[src/hdl/dahs_pkg.sv]
`timescale 1ns / 1ps
// ----------------------------------------------------------------------------
// dahs_pkg
// Types, codes and constants shared by the d-ary min-heap sorter modules.
// ----------------------------------------------------------------------------
package dahs_pkg;

  // Default sizes handed to the top level parameters.
  localparam int unsigned CAPACITY_DEF  = 32;
  localparam int unsigned MAX_ARITY_DEF = 8;

  // Key width and arity register settings.
  localparam int unsigned KEY_W     = 32;
  localparam int unsigned ARITY_W   = 4;
  localparam int unsigned ARITY_MIN = 2;
  localparam int unsigned ARITY_RST = 2;

  // Result status codes.
  typedef enum logic [1:0] {
    ST_INSERTED = 2'd0,
    ST_FULL     = 2'd1,
    ST_DRAINED  = 2'd2,
    ST_EMPTY    = 2'd3
  } status_e;

  // Input and result payloads.
  typedef struct packed {
    logic                    mode;
    logic signed [KEY_W-1:0] value;
  } dahs_in_t;

  typedef struct packed {
    logic signed [KEY_W-1:0] key_out;
    status_e                 status;
    logic                    last;
  } dahs_out_t;

  // Item mode codes.
  localparam logic MODE_INSERT = 1'b0;
  localparam logic MODE_DRAIN  = 1'b1;

  // Controller states.
  typedef enum logic [3:0] {
    S_IDLE,
    S_SU_CHECK,
    S_SU_DIV,
    S_SU_READ,
    S_SU_CMP,
    S_EMIT,
    S_DR_TOP,
    S_DR_EMIT,
    S_DR_TAIL,
    S_SD_START,
    S_SD_SCAN,
    S_SD_DECIDE
  } state_e;

  // Read address selection for the heap store.
  typedef enum logic [2:0] {
    RD_ROOT,
    RD_PARENT,
    RD_TAIL,
    RD_FIRST,
    RD_NEXT
  } rd_sel_e;

  // Write source selection for the heap store; the address is always the hole.
  typedef enum logic [1:0] {
    WR_KEY,
    WR_RDATA,
    WR_BEST
  } wr_sel_e;

  // Commands from the controller to the datapath.
  typedef struct packed {
    logic    ins_start;
    logic    div_start;
    logic    rd_en;
    rd_sel_e rd_sel;
    logic    wr_en;
    wr_sel_e wr_sel;
    logic    pos_ld_parent;
    logic    pos_ld_best;
    logic    pos_clr;
    logic    key_ld_rdata;
    logic    scan_init;
    logic    scan;
    logic    out_load;
    status_e out_code;
    logic    cnt_dec;
  } dahs_cmd_t;

  // Status from the datapath to the controller.
  typedef struct packed {
    logic item_mode;
    logic full;
    logic empty;
    logic cnt_one;
    logic pos_zero;
    logic div_done;
    logic up_less;
    logic has_child;
    logic more;
    logic down_less;
    logic out_free;
  } dahs_sts_t;

endpackage

[src/hdl/dahs_ram.sv]
`timescale 1ns / 1ps
// ----------------------------------------------------------------------------
// dahs_ram
// Generic single-write, single-read RAM with a registered read port.
// ----------------------------------------------------------------------------
module dahs_ram #(
  parameter int unsigned WIDTH = 32,
  parameter int unsigned DEPTH = 32
) (
  input  logic                     clk_i,
  input  logic                     we_i,
  input  logic [$clog2(DEPTH)-1:0] waddr_i,
  input  logic [WIDTH-1:0]         wdata_i,
  input  logic                     re_i,
  input  logic [$clog2(DEPTH)-1:0] raddr_i,
  output logic [WIDTH-1:0]         rdata_o
);

  logic [WIDTH-1:0] mem_q [DEPTH];
  logic [WIDTH-1:0] rdata_q;

  // Write port.
  always_ff @(posedge clk_i) begin
    if (we_i) begin
      mem_q[waddr_i] <= wdata_i;
    end
  end

  // Registered read port; data holds until the next read.
  always_ff @(posedge clk_i) begin
    if (re_i) begin
      rdata_q <= mem_q[raddr_i];
    end
  end

  assign rdata_o = rdata_q;

endmodule

[src/hdl/dahs_dp.sv]
`timescale 1ns / 1ps
// ----------------------------------------------------------------------------
// dahs_dp
// Heap datapath: key store, element count, hole pointer, parent divider,
// child scan and the result register.
// ----------------------------------------------------------------------------
module dahs_dp #(
  parameter int unsigned CAPACITY  = 32,
  parameter int unsigned MAX_ARITY = 8
) (
  input  logic                                clk_i,
  input  logic                                rst_ni,
  input  logic                                cfg_valid_i,
  input  logic [dahs_pkg::ARITY_W-1:0]        cfg_data_i,
  input  dahs_pkg::dahs_in_t                  in_data_i,
  input  logic                                out_ready_i,
  output logic                                out_valid_o,
  output dahs_pkg::dahs_out_t                 out_data_o,
  input  dahs_pkg::dahs_cmd_t                 cmd_i,
  output dahs_pkg::dahs_sts_t                 sts_o
);
  import dahs_pkg::*;

  localparam int unsigned AW  = $clog2(CAPACITY);
  localparam int unsigned CW  = $clog2(CAPACITY + 1);
  localparam int unsigned DW  = $clog2(MAX_ARITY + 1);
  localparam int unsigned FW  = AW + DW;
  localparam int unsigned DCW = $clog2(AW + 1);

  // Control registers.
  logic [DW-1:0]  d_q, d_d;
  logic [CW-1:0]  count_q, count_d;
  logic           busy_q, busy_d;
  logic [DCW-1:0] dcnt_q, dcnt_d;
  logic           out_valid_q, out_valid_d;

  // Payload registers.
  logic [AW-1:0]           pos_q, pos_d;
  logic signed [KEY_W-1:0] key_q, key_d;
  logic [DW-1:0]           rem_q, rem_d;
  logic [AW-1:0]           nq_q, nq_d;
  logic [AW-1:0]           idx_q, idx_d;
  logic [DW-1:0]           ccnt_q, ccnt_d;
  logic signed [KEY_W-1:0] best_q, best_d;
  logic [AW-1:0]           best_idx_q, best_idx_d;
  dahs_out_t               out_q, out_d;

  // Store ports and derived values.
  logic                    we;
  logic [AW-1:0]           waddr;
  logic [KEY_W-1:0]        wdata;
  logic [AW-1:0]           raddr;
  logic [KEY_W-1:0]        rdata;
  logic signed [KEY_W-1:0] rkey;
  logic [DW-1:0]           arity_eff;
  logic [FW-1:0]           first;
  logic [CW-1:0]           nxt;
  logic [DW:0]             trial;
  logic                    ge;
  logic                    out_free;
  logic                    more;

  dahs_ram #(
    .WIDTH (KEY_W),
    .DEPTH (CAPACITY)
  ) u_store (
    .clk_i   (clk_i),
    .we_i    (we),
    .waddr_i (waddr),
    .wdata_i (wdata),
    .re_i    (cmd_i.rd_en),
    .raddr_i (raddr),
    .rdata_o (rdata)
  );

  assign rkey = $signed(rdata);

  // Clamp the written arity into the supported range.
  always_comb begin
    if (cfg_data_i < ARITY_W'(ARITY_MIN)) begin
      arity_eff = DW'(ARITY_MIN);
    end else if (32'(cfg_data_i) > MAX_ARITY) begin
      arity_eff = DW'(MAX_ARITY);
    end else begin
      arity_eff = DW'(cfg_data_i);
    end
  end

  // First child of the hole and the next sibling during a scan.
  assign first = FW'(d_q) * FW'(pos_q) + FW'(1);
  assign nxt   = CW'(idx_q) + CW'(1);
  assign more  = (ccnt_q < d_q) && (nxt < count_q);

  // One restoring division step for the parent index.
  assign trial = {rem_q, nq_q[AW-1]};
  assign ge    = trial >= {1'b0, d_q};

  // Read address selection.
  always_comb begin
    unique case (cmd_i.rd_sel)
      RD_ROOT:   raddr = '0;
      RD_PARENT: raddr = nq_q;
      RD_TAIL:   raddr = AW'(count_q - CW'(1));
      RD_FIRST:  raddr = AW'(first);
      RD_NEXT:   raddr = AW'(nxt);
      default:   raddr = '0;
    endcase
  end

  // Writes always land on the hole.
  assign we    = cmd_i.wr_en;
  assign waddr = pos_q;
  always_comb begin
    unique case (cmd_i.wr_sel)
      WR_KEY:   wdata = key_q;
      WR_RDATA: wdata = rdata;
      WR_BEST:  wdata = best_q;
      default:  wdata = key_q;
    endcase
  end

  assign out_free = !out_valid_q || out_ready_i;

  // Next values of all registers.
  always_comb begin
    d_d         = d_q;
    count_d     = count_q;
    busy_d      = busy_q;
    dcnt_d      = dcnt_q;
    out_valid_d = out_valid_q;
    pos_d       = pos_q;
    key_d       = key_q;
    rem_d       = rem_q;
    nq_d        = nq_q;
    idx_d       = idx_q;
    ccnt_d      = ccnt_q;
    best_d      = best_q;
    best_idx_d  = best_idx_q;
    out_d       = out_q;

    if (cfg_valid_i) begin
      d_d = arity_eff;
    end

    // Element count.
    if (cmd_i.ins_start) begin
      count_d = count_q + CW'(1);
    end else if (cmd_i.cnt_dec) begin
      count_d = count_q - CW'(1);
    end

    // Hole position.
    if (cmd_i.ins_start) begin
      pos_d = AW'(count_q);
    end else if (cmd_i.pos_clr) begin
      pos_d = '0;
    end else if (cmd_i.pos_ld_parent) begin
      pos_d = nq_q;
    end else if (cmd_i.pos_ld_best) begin
      pos_d = best_idx_q;
    end

    // Key being sifted.
    if (cmd_i.ins_start) begin
      key_d = in_data_i.value;
    end else if (cmd_i.key_ld_rdata) begin
      key_d = rkey;
    end

    // Parent divider: (pos - 1) / d, one quotient bit a cycle.
    if (cmd_i.div_start) begin
      busy_d = 1'b1;
      dcnt_d = DCW'(AW - 1);
      rem_d  = '0;
      nq_d   = pos_q - AW'(1);
    end else if (busy_q) begin
      rem_d = ge ? DW'(trial - {1'b0, d_q}) : DW'(trial);
      nq_d  = AW'({nq_q, ge});
      if (dcnt_q == '0) begin
        busy_d = 1'b0;
      end else begin
        dcnt_d = dcnt_q - DCW'(1);
      end
    end

    // Child scan keeps the first smallest child.
    if (cmd_i.scan_init) begin
      idx_d  = AW'(first);
      ccnt_d = DW'(1);
    end else if (cmd_i.scan) begin
      if ((ccnt_q == DW'(1)) || (rkey < best_q)) begin
        best_d     = rkey;
        best_idx_d = idx_q;
      end
      if (more) begin
        idx_d  = AW'(nxt);
        ccnt_d = ccnt_q + DW'(1);
      end
    end

    // Result register.
    if (cmd_i.out_load) begin
      out_valid_d    = 1'b1;
      out_d.status   = cmd_i.out_code;
      if (cmd_i.out_code == ST_DRAINED) begin
        out_d.key_out = rkey;
        out_d.last    = (count_q == CW'(1));
      end else begin
        out_d.key_out = '0;
        out_d.last    = 1'b1;
      end
    end else if (out_ready_i) begin
      out_valid_d = 1'b0;
    end
  end

  // Control registers with reset.
  always_ff @(posedge clk_i or negedge rst_ni) begin
    if (!rst_ni) begin
      d_q         <= DW'(ARITY_RST);
      count_q     <= '0;
      busy_q      <= 1'b0;
      dcnt_q      <= '0;
      out_valid_q <= 1'b0;
    end else begin
      d_q         <= d_d;
      count_q     <= count_d;
      busy_q      <= busy_d;
      dcnt_q      <= dcnt_d;
      out_valid_q <= out_valid_d;
    end
  end

  // Payload registers.
  always_ff @(posedge clk_i) begin
    pos_q      <= pos_d;
    key_q      <= key_d;
    rem_q      <= rem_d;
    nq_q       <= nq_d;
    idx_q      <= idx_d;
    ccnt_q     <= ccnt_d;
    best_q     <= best_d;
    best_idx_q <= best_idx_d;
    out_q      <= out_d;
  end

  // Status toward the controller.
  always_comb begin
    sts_o.item_mode = in_data_i.mode;
    sts_o.full      = (count_q == CW'(CAPACITY));
    sts_o.empty     = (count_q == '0);
    sts_o.cnt_one   = (count_q == CW'(1));
    sts_o.pos_zero  = (pos_q == '0);
    sts_o.div_done  = busy_q && (dcnt_q == '0);
    sts_o.up_less   = key_q < rkey;
    sts_o.has_child = first < FW'(count_q);
    sts_o.more      = more;
    sts_o.down_less = best_q < key_q;
    sts_o.out_free  = out_free;
  end

  assign out_valid_o = out_valid_q;
  assign out_data_o  = out_q;

endmodule

[src/hdl/dahs_ctrl.sv]
`timescale 1ns / 1ps
// ----------------------------------------------------------------------------
// dahs_ctrl
// Sequencer for insert (sift-up) and drain (remove minimum, sift-down).
// ----------------------------------------------------------------------------
module dahs_ctrl (
  input  logic                clk_i,
  input  logic                rst_ni,
  input  logic                in_valid_i,
  output logic                in_ready_o,
  input  dahs_pkg::dahs_sts_t sts_i,
  output dahs_pkg::dahs_cmd_t cmd_o
);
  import dahs_pkg::*;

  state_e  state_q, state_d;
  status_e res_q, res_d;

  assign in_ready_o = (state_q == S_IDLE);

  // Next state and pending result code.
  always_comb begin
    state_d = state_q;
    res_d   = res_q;
    unique case (state_q)
      S_IDLE: begin
        if (in_valid_i) begin
          if (sts_i.item_mode == MODE_INSERT) begin
            if (sts_i.full) begin
              res_d   = ST_FULL;
              state_d = S_EMIT;
            end else begin
              res_d   = ST_INSERTED;
              state_d = S_SU_CHECK;
            end
          end else if (sts_i.empty) begin
            res_d   = ST_EMPTY;
            state_d = S_EMIT;
          end else begin
            state_d = S_DR_TOP;
          end
        end
      end
      S_SU_CHECK:  state_d = sts_i.pos_zero ? S_EMIT : S_SU_DIV;
      S_SU_DIV:    state_d = sts_i.div_done ? S_SU_READ : S_SU_DIV;
      S_SU_READ:   state_d = S_SU_CMP;
      S_SU_CMP:    state_d = sts_i.up_less ? S_SU_CHECK : S_EMIT;
      S_EMIT:      state_d = sts_i.out_free ? S_IDLE : S_EMIT;
      S_DR_TOP:    state_d = S_DR_EMIT;
      S_DR_EMIT: begin
        if (sts_i.out_free) begin
          state_d = sts_i.cnt_one ? S_IDLE : S_DR_TAIL;
        end
      end
      S_DR_TAIL:   state_d = S_SD_START;
      S_SD_START:  state_d = sts_i.has_child ? S_SD_SCAN : S_DR_TOP;
      S_SD_SCAN:   state_d = sts_i.more ? S_SD_SCAN : S_SD_DECIDE;
      S_SD_DECIDE: state_d = sts_i.down_less ? S_SD_START : S_DR_TOP;
      default:     state_d = S_IDLE;
    endcase
  end

  // Datapath commands.
  always_comb begin
    cmd_o          = '0;
    cmd_o.out_code = res_q;
    unique case (state_q)
      S_IDLE: begin
        if (in_valid_i && (sts_i.item_mode == MODE_INSERT) && !sts_i.full) begin
          cmd_o.ins_start = 1'b1;
        end
      end
      S_SU_CHECK: begin
        if (sts_i.pos_zero) begin
          cmd_o.wr_en  = 1'b1;
          cmd_o.wr_sel = WR_KEY;
        end else begin
          cmd_o.div_start = 1'b1;
        end
      end
      S_SU_DIV: begin
        cmd_o.div_start = 1'b0;
      end
      S_SU_READ: begin
        cmd_o.rd_en  = 1'b1;
        cmd_o.rd_sel = RD_PARENT;
      end
      S_SU_CMP: begin
        cmd_o.wr_en = 1'b1;
        if (sts_i.up_less) begin
          // Parent moves down into the hole.
          cmd_o.wr_sel        = WR_RDATA;
          cmd_o.pos_ld_parent = 1'b1;
        end else begin
          cmd_o.wr_sel = WR_KEY;
        end
      end
      S_EMIT: begin
        cmd_o.out_load = sts_i.out_free;
      end
      S_DR_TOP: begin
        cmd_o.rd_en  = 1'b1;
        cmd_o.rd_sel = RD_ROOT;
      end
      S_DR_EMIT: begin
        if (sts_i.out_free) begin
          cmd_o.out_load = 1'b1;
          cmd_o.out_code = ST_DRAINED;
          cmd_o.cnt_dec  = 1'b1;
          if (!sts_i.cnt_one) begin
            cmd_o.rd_en  = 1'b1;
            cmd_o.rd_sel = RD_TAIL;
          end
        end
      end
      S_DR_TAIL: begin
        cmd_o.key_ld_rdata = 1'b1;
        cmd_o.pos_clr      = 1'b1;
      end
      S_SD_START: begin
        if (sts_i.has_child) begin
          cmd_o.rd_en     = 1'b1;
          cmd_o.rd_sel    = RD_FIRST;
          cmd_o.scan_init = 1'b1;
        end else begin
          cmd_o.wr_en  = 1'b1;
          cmd_o.wr_sel = WR_KEY;
        end
      end
      S_SD_SCAN: begin
        cmd_o.scan   = 1'b1;
        cmd_o.rd_en  = sts_i.more;
        cmd_o.rd_sel = RD_NEXT;
      end
      S_SD_DECIDE: begin
        cmd_o.wr_en = 1'b1;
        if (sts_i.down_less) begin
          // Smallest child moves up into the hole.
          cmd_o.wr_sel      = WR_BEST;
          cmd_o.pos_ld_best = 1'b1;
        end else begin
          cmd_o.wr_sel = WR_KEY;
        end
      end
      default: begin
        cmd_o.out_load = 1'b0;
      end
    endcase
  end

  // State registers.
  always_ff @(posedge clk_i or negedge rst_ni) begin
    if (!rst_ni) begin
      state_q <= S_IDLE;
      res_q   <= ST_INSERTED;
    end else begin
      state_q <= state_d;
      res_q   <= res_d;
    end
  end

endmodule

[src/hdl/d_ary_min_heap_sorter_unit.sv]
`timescale 1ns / 1ps
// ----------------------------------------------------------------------------
// d_ary_min_heap_sorter_unit
// Min-heap of signed keys held as a complete d-ary tree in one RAM.
// ----------------------------------------------------------------------------
// Usage:
// An input transaction (in_valid_i/in_ready_o) carries a mode and a key. Insert
// gives one result: inserted, or full-and-dropped. Drain gives one result per
// stored key in ascending order with last set on the final one, or a single
// empty result. Results leave through out_valid_o/out_ready_i.
// The arity register is written on cfg_valid_i; the user must write it only while
// the block is idle, which the block does not enforce. cfg_ready_o is always high.
// Values below 2 act as 2, above MAX_ARITY as MAX_ARITY.
// An insert result follows the parent compares of its sift-up; each compare runs
// the bit-serial parent divider and one read of the store. A drain compares the
// children of each node on the key's way down, one child read a cycle.
// One item is in work at a time; in_ready_o is high only while idle.
// Reset empties the heap and sets the arity to 2; no clearing pass is needed.
// A result waits in the output register while the receiver stalls; a drain
// pauses until its pending result is taken, and an idle block still accepts.
// ----------------------------------------------------------------------------
module d_ary_min_heap_sorter_unit #(
  parameter int unsigned CAPACITY  = dahs_pkg::CAPACITY_DEF,
  parameter int unsigned MAX_ARITY = dahs_pkg::MAX_ARITY_DEF
) (
  input  logic                         clk_i,
  input  logic                         rst_ni,
  input  logic                         in_valid_i,
  output logic                         in_ready_o,
  input  dahs_pkg::dahs_in_t           in_data_i,
  output logic                         out_valid_o,
  input  logic                         out_ready_i,
  output dahs_pkg::dahs_out_t          out_data_o,
  input  logic                         cfg_valid_i,
  output logic                         cfg_ready_o,
  input  logic [dahs_pkg::ARITY_W-1:0] cfg_data_i
);
  import dahs_pkg::*;

  dahs_cmd_t cmd;
  dahs_sts_t sts;

  // Configuration writes are taken in any cycle.
  assign cfg_ready_o = 1'b1;

  dahs_ctrl u_ctrl (
    .clk_i      (clk_i),
    .rst_ni     (rst_ni),
    .in_valid_i (in_valid_i),
    .in_ready_o (in_ready_o),
    .sts_i      (sts),
    .cmd_o      (cmd)
  );

  dahs_dp #(
    .CAPACITY  (CAPACITY),
    .MAX_ARITY (MAX_ARITY)
  ) u_dp (
    .clk_i       (clk_i),
    .rst_ni      (rst_ni),
    .cfg_valid_i (cfg_valid_i),
    .cfg_data_i  (cfg_data_i),
    .in_data_i   (in_data_i),
    .out_ready_i (out_ready_i),
    .out_valid_o (out_valid_o),
    .out_data_o  (out_data_o),
    .cmd_i       (cmd),
    .sts_o       (sts)
  );

endmodule

[config.mk]
export PLATFORM = sky130hd
export DESIGN_NAME = d_ary_min_heap_sorter_unit
export DESIGN_NICKNAME = d
export VERILOG_FILES = /design/src/hdl/dahs_pkg.sv /design/src/hdl/dahs_ram.sv /design/src/hdl/dahs_dp.sv /design/src/hdl/dahs_ctrl.sv /design/src/hdl/d_ary_min_heap_sorter_unit.sv
export SDC_FILE = /design/constraint.sdc
export NUM_CORES = 2
export LEC_CHECK = 0
export ABC_CLOCK_PERIOD_IN_PS = 7590
export BUFFER_PORTS_ARGS = -buffer_cell sky130_fd_sc_hd__buf_2
export CORE_MARGIN = 2
export CORE_UTILIZATION = 59
export CTS_CLUSTER_DIAMETER = 60
export DETAILED_ROUTE_END_ITERATION = 16
export PLACE_DENSITY_LB_ADDON = 0.15
export SLEW_MARGIN = 30
export SYNTH_ARGS = -nofsm -noshare
export SYNTH_HDL_FRONTEND = slang
export SYNTH_SLANG_ARGS = --single-unit
[constraint.sdc]
create_clock -name clk_i -period 7.59 [get_ports clk_i]
set_clock_uncertainty 0.2 [all_clocks]
set_input_delay 1.518 -clock clk_i [delete_from_list [all_inputs] [get_ports clk_i]]
set_output_delay 1.518 -clock clk_i [all_outputs]
set_load 0.01 [all_outputs]
# Yosys cells after proc, flatten, opt, wreduce, memory -nomap -nowiden
# Memory sizes are Yosys's and may differ from the RTL's. A register that Yosys moved wholly into a read port is not among the register bits.
# Index checks and enable logic that the tools add are counted.
dict set report totals {
  n_memories 1
  ram_bits 1024
  in_bits 42
  output_inout_bits 38
  register_bits 148
  wordCells 158
}
dict set report op_classes {
  n_addsub 8
  n_eq_ne 25
  n_lt_le_gt_ge 9
  mul 1
  n_mux 69
  n_reduce_logical 25
  bitwise 2
}
# memory words width read_ports rd_clocked_by_memory_dff wr line
set mem_list {}
lappend mem_list {u_dp.u_store.mem_q 32 32 1 1 1 dahs_ram.sv:19} ;# logic [WIDTH-1:0] mem_q [DEPTH];
# operator count
set op_table {}
lappend op_table {{$lt A32 B32 Y1} 3}
lappend op_table {{$mux W32} 2}
lappend op_table {{$pmux W32 S2} 1}
lappend op_table {{$mux W4} 13}
lappend op_table {{$pmux W4 S12} 1}
lappend op_table {{$mux W5} 9}
lappend op_table {{$mux W3} 10}
lappend op_table {{$mux W1} 22}
lappend op_table {{$pmux W4 S5} 1}
lappend op_table {{$pmux W5 S4} 1}
lappend op_table {{$eq A4 B3 Y1 const B} 4}
lappend op_table {{$eq A4 B4 Y1 const B} 4}
lappend op_table {{$mux W6} 2}
lappend op_table {{$pmux W3 S4} 1}
lappend op_table {{$reduce_bool A2 Y1} 6}
lappend op_table {{$mux W2} 5}
lappend op_table {{$add A9 B1 Y9 const B} 1}
lappend op_table {{$lt A9 B6 Y1} 1}
lappend op_table {{$mul A4 B5 Y9} 1}
lappend op_table {{$eq A4 B1 Y1 const B} 2}
lappend op_table {{$eq A4 B2 Y1 const B} 2}
lappend op_table {{$reduce_and A2 Y1} 4}
lappend op_table {{$add A5 B1 Y6 const B} 1}
lappend op_table {{$add A6 B1 Y6 const B} 1}
lappend op_table {{30 further kinds} 41}

# Logic depth before layout (Yosys ltp)
dict set report logic_depth {
  ltp_word 7
  mapped_depth 23
  ltp_nobuf 20
}

# By module
# Synthesis repeated with hierarchy kept, for this count alone.
dict set report hier_totals {
  hier_cells 3345
  hier_area_um2 51333.0
}
# mod seq_area_each_um2 cells_each n_inst area_each_um2
set by_module_without_submodules {}
lappend by_module_without_submodules {dahs_ram 31710.4 2260 1 40812.9}
lappend by_module_without_submodules {dahs_dp 4110.2 988 1 9779.4}
lappend by_module_without_submodules {dahs_ctrl 150.1 95 1 729.4}
lappend by_module_without_submodules {d_ary_min_heap_sorter_unit 0.0 2 1 11.3}

# Least setup slack after synthesis
# Ideal clock, no wire load.
dict set report synth_timing {
  kind {register to register}
  from {register u_dp.pos_q[2]}
  to {memory u_dp.u_store.mem_q[30][0], enable pin}
  setup_ps 421
  path_buffers 2
  path_stages_with_launch 20
  setup_slack_ps 1323
  arrival_ps 5646
  period_less_slack_ps 6267
  t_required_ps 6969
  path_cell_list {edfxtp_1 clkbuf_1 nand2_1 fa_1 inv_1 fa_1 ha_1 or2_2 a21oi_1 nor2_1 ha_1 a21o_1 a21oi_1 o2111ai_1 or4_1 buf_2 o21ai_0 o32ai_1 nand2_1 nor2_1}
}
dict set report synth_between {
  elab_chain_cells 7
  word_cells_on_any_way 9
  cone_classes {add/sub (1); mul (1); order compare (1); mux (5); reduce/logical (1)}
}
# item line
set synth_rtl {}
lappend synth_rtl {{from (decl)} dahs_dp.sv:38} ;# logic [AW-1:0] pos_q, pos_d;
lappend synth_rtl {{from (signal assigned)} dahs_dp.sv:236} ;# pos_q <= pos_d;
lappend synth_rtl {{$mul A4 B5 Y9} dahs_dp.sv:90} ;# assign first = FW'(d_q) * FW'(pos_q) + FW'(1);
lappend synth_rtl {{$add A9 B1 Y9} dahs_dp.sv:90}
lappend synth_rtl {{$lt A9 B6 Y1} dahs_dp.sv:256} ;# sts_o.has_child = first < FW'(count_q);
lappend synth_rtl {{$mux W3} dahs_ctrl.sv:121} ;# if (sts_i.has_child) begin
lappend synth_rtl {{$pmux W3 S4} dahs_ctrl.sv:67} ;# unique case (state_q)
lappend synth_rtl {{$mux W1} dahs_ram.sv:24} ;# if (we_i) begin
lappend synth_rtl {{$mux W1 (implied by the code)} dahs_ram.sv:25} ;# mem_q[waddr_i] <= wdata_i;
lappend synth_rtl {{to (decl)} dahs_ram.sv:19}
# Parallel ways exist; a longest one is shown, timed or not.

# Final worst setup path
dict set report layout_timing {
  from {register u_dp.pos_q[2]}
  to {memory u_dp.u_store.mem_q[1][29], enable pin}
}
# The elaborated chain is that of the path after synthesis.

==> key figures <==
Yosys
  • Post-Synth Simple-Gate Area: roughly 14%
  • Cells after synthesis: 3785
  • Synth async-reset ratio: 1.74%
  • Seq/Total Area, Yosys: between 70% and 80%
  • Flops & latches, synth: 1204
  • Synth Area in XOR/XNOR: 0.376%
  • Compound-gate portion of the synthesized area: around 5.6%
  • Synth Area per Inst: 13.5 sq um
  • Ys Warns: 0
  • Synth cell types: 77
  • Synth Cell Area: between 50000 and 60000 sq um
  • Synth Area in Adders: under 10%
  • Main combinational cell family by area after synthesis: simple AND/OR/NAND/NOR gates
  • Mux contribution to synthesized area: 3.83%
  • Syn nets: roughly 4000
  • Primary FF master, synth: edfxtp_1
  • Number of synthesized flops with an enable pin: ~1200

Drt
  • 1st-pass router iterations: 5
  • DR WL/cell: 26.2 um
  • Total Wirelength: 135 mm
  • Via count: 32100
  • Vias per cell: ~6.2
  • DRT iter0 DRCs: 3940
  • DRC: 0
  • Final ANT Viol Nets: 0

Die
  • DIE WIDTH: 299 um
  • IO Pins: 80
  • Die Y: 299 um
  • Core area: 86300 sq um
  • Starting Density: 59.3%
  • Die area: 89200 sq um
  • Number of placement rows: 108

STA
  • RSZ-0062 raised after global routing: no
  • Headroom to the max-slew limit: approximately a third
  • Final hold vios: 0
  • TNS Setup: 0 ns
  • WHS: 0.277 ns
  • Final period utilization: 92.4%
  • Setup violators final: 0
  • Max Slew Vio Count: 0
  • Min Tclk post-route: 7.01 ns
  • Least-Margin Pin Slew: about 1 ns
  • Top achievable clock speed: 143 MHz

Clocking
  • CTS tree: built
  • Clock Sinks: 1204
  • Latest clock arrival within the worst-skew pair: approximately 0.7 ns
  • Root buf cell: clkbuf_16
  • # hold bufs at CTS: 0
  • CTS resizes: 0
  • Post-CTS Setup Bufs: 0
  • CTS max path bufs: 3
  • Inserted Clock Buffers: 121
  • H-tree levels: 3
  • CTS clk-pin slew, worst paths: 0.06 ns

Run
  • Max cap viols: 0

Final layout
  • Commonest non-fill, non-tap cell in the layout: edfxtp_1
  • Multi-input gate area: roughly 15000 sq um
  • Layout overhead on the synthesized area: 13.6%
  • Register Area: 36000 sq um
  • # fillers: around 5900
  • Nets: 4101
  • Fin cells: 5161
  • Layout cells sized above 1: 11.9%
  • Final core occ: between 60% and 70%
  • Most frequent cells in the layout: 1175 x edfxtp_1, 727 x nand2_1, 357 x nand3_1

Worst setup path
  • Critical path class: flip-flop to flip-flop
  • Worst setup EP type: flip-flop
  • Crit Path Max Fanout: 32
  • Critical Path Source: u_dp.pos_q[2]
  • Reg2reg start: u_dp.pos_q[2]
  • CP required: 7.77 ns
  • Arrival time at the worst endpoint: 7.19 ns
  • Worst setup SP type: flip-flop

Global route
  • First-pass GRT wire length: 201 mm
  • Global-route track usage on met3: 6.04%
  • Overflow after GRT: 0
  • Global-route met1 utilization: 43.8%
  • Vias in the first global route: 30800
  • Antenna violations before repair: 4
  • Gr usage total: a little under a third
  • Top Usage Layer GRT: met2
  • Met2 global-route usage: about 47%
  • Largest net degree at the start of global routing: 94

Hold path
  • Hold_sp: u_dp.rem_q[3]
  • Worst hold path class: flip-flop to flip-flop

Power
  • Static leakage: slightly above 0.02 uW
  • P_sw: between 7000 and 8000 uW
  • Reg power frac: 44.4%
  • Switching Fraction: 34.1%
  • Comb pwr share: 28.3%
  • Clock share of power: approximately 27%
  • Int Pwr: 13600 uW
  • PD cells: 356 nW/um^2
  • Maximum VDD drop: 269 uV
  • Tot Pwr: ~21000 uW

Place
  • Estimated wirelength of the detail-placed design: 84.9 mm
  • Placed Cells: 4929
  • GPL Wtd Cong: 0.873
  • Port bufs: 78

Run status
  • Outcome: complete, no violations
[registers in the layout (all words and copies together), names as in the netlist, 2 cells and up]
name and flops:
u_dp.u_store.rdata_o 32, u_dp.d_q 4, u_dp.nq_q 5, u_dp.ccnt_q 4, u_dp.u_store.mem_q 1024, u_dp.best_q 32
u_dp.dcnt_q 3, u_ctrl.state_q 4, u_dp.pos_q 5, u_dp.key_q 32, u_dp.rem_q 4, u_dp.idx_q 5
u_dp.out_data_o 35, u_dp.best_idx_q 5, u_ctrl.res_q 2, u_dp.count_q 6
[final timing paths]
check / end / slack (ns) / depth (start not counted)
worst min-delay path: u_dp.rem_q[3] / 0.28 / 2
worst max register to register: u_dp.u_store.mem_q[1][29] / 0.58 / 19
worst min register to register: u_dp.rem_q[3] / 0.28 / 2
min in group asynchronous: u_ctrl.state_q[2] / 0.60 / 1
max in group asynchronous: u_dp.d_q[1] / 6.22 / 1
worst max-delay path: u_dp.u_store.mem_q[1][29] / 0.58 / 19
[Yosys cell counts, drive strengths merged, types with 5 or more instances]
cell type,count,share of area [%]
buf,92,1.0
mux2i,195,3.8
o21a,7,0.10
dfrtp,20,0.98
edfxtp,1175,69
xor2,7,0.12
o21ai,72,0.70
o41ai,5,0.085
clkbuf,100,0.73
nor2,82,0.61
nand3,357,3.5
a31oi,5,0.073
xnor2,15,0.26
a22oi,98,1.4
dfxtp,8,0.31
a21o,34,0.50
nand2,728,5.3
and2,46,0.56
nand4,97,1.2
nor4,54,1.1
or3,7,0.085
a21oi,113,1.1
a211oi,8,0.12
nor2b,18,0.22
or4,5,0.073
or2,5,0.061
o211ai,9,0.14
ha,140,3.4
o31ai,10,0.18
nor3,30,0.30
a221oi,32,0.55
nand2b,16,0.20
fa,7,0.27
inv,131,0.96
[power groups by stage]
stage	Sequential [uW]	Combinational, uW	Clock [uW]
2_1_floorplan	9040	3340	0
3_3_place_gp	9320	5350	0
3_5_place_dp	9320	5550	0
4_1_cts	9180	5580	5690
5_1_grt	9220	6300	5940
6_report	9190	5860	5650
[critical path, stage by stage (launching register included)]
cell and delay [ns]:
edfxtp_1 0.68, nand2_1 0.16, fa_1 0.56, inv_1 0.06, fa_1 0.49, ha_1 0.38, or2_2 0.32, a21oi_1 0.18
nor2_1 0.08, ha_1 0.31, a21o_1 0.16, a21oi_1 0.15, o2111ai_1 0.25, or4_1 0.78, o21ai_0 0.35, o32ai_1 0.26
nand2_1 0.73, buf_4 0.25, nor2_4 0.03, buf_4 0.29
[cell families (layout without fill, tap and decap cells)]
| group | Yosys count | in the layout |
|---|---|---|
| other | 1 | 2 |
| xor gates and xnor gates | 22 | 22 |
| muxes | 196 | 196 |
| DFF | 1204 | 1204 |
| AOI/OAI and AO/OA | 426 | 426 |
| adders and majority gates | 147 | 147 |
| and+or+nand+nor | 1465 | 1465 |
| buffers and inverters | 324 | 544 |
[layout make-up]
class,count,share of cell area [%]
flip-flops and latches,1204,61.8
multi-input cells,2257,25.0
clock buffers,155,5.42
repair buffers,196,3.41
well taps,1155,2.48
clock inverters,61,0.957
inverters,132,0.852
diodes,1,0.00430
[through the flow]
| step | setup slack, ns | area [sq um] |
|---|---|---|
| CTS | 0.684 | 57800 |
| finish | 0.580 | 58200 |
| detailed placement | 0.742 | 54100 |
| floorplan | 1.32 | 51200 |
| global route | 0.289 | 58200 |
| global placement | 0.858 | 53800 |
[metal layers]
| metal | up-vias | routed length [um] | part of all wire (%) |
|---|---|---|---|
| met4 | 0 | 3980 | 2.9 |
| met5 | - | 0 | 0 |
| li1 | 14400 | - | - |
| met3 | 236 | 13900 | 10 |
| met1 | 15900 | 55000 | 41 |
| met2 | 1581 | 62400 | 46 |
Note: power is estimated with default switching activity, not from simulation.
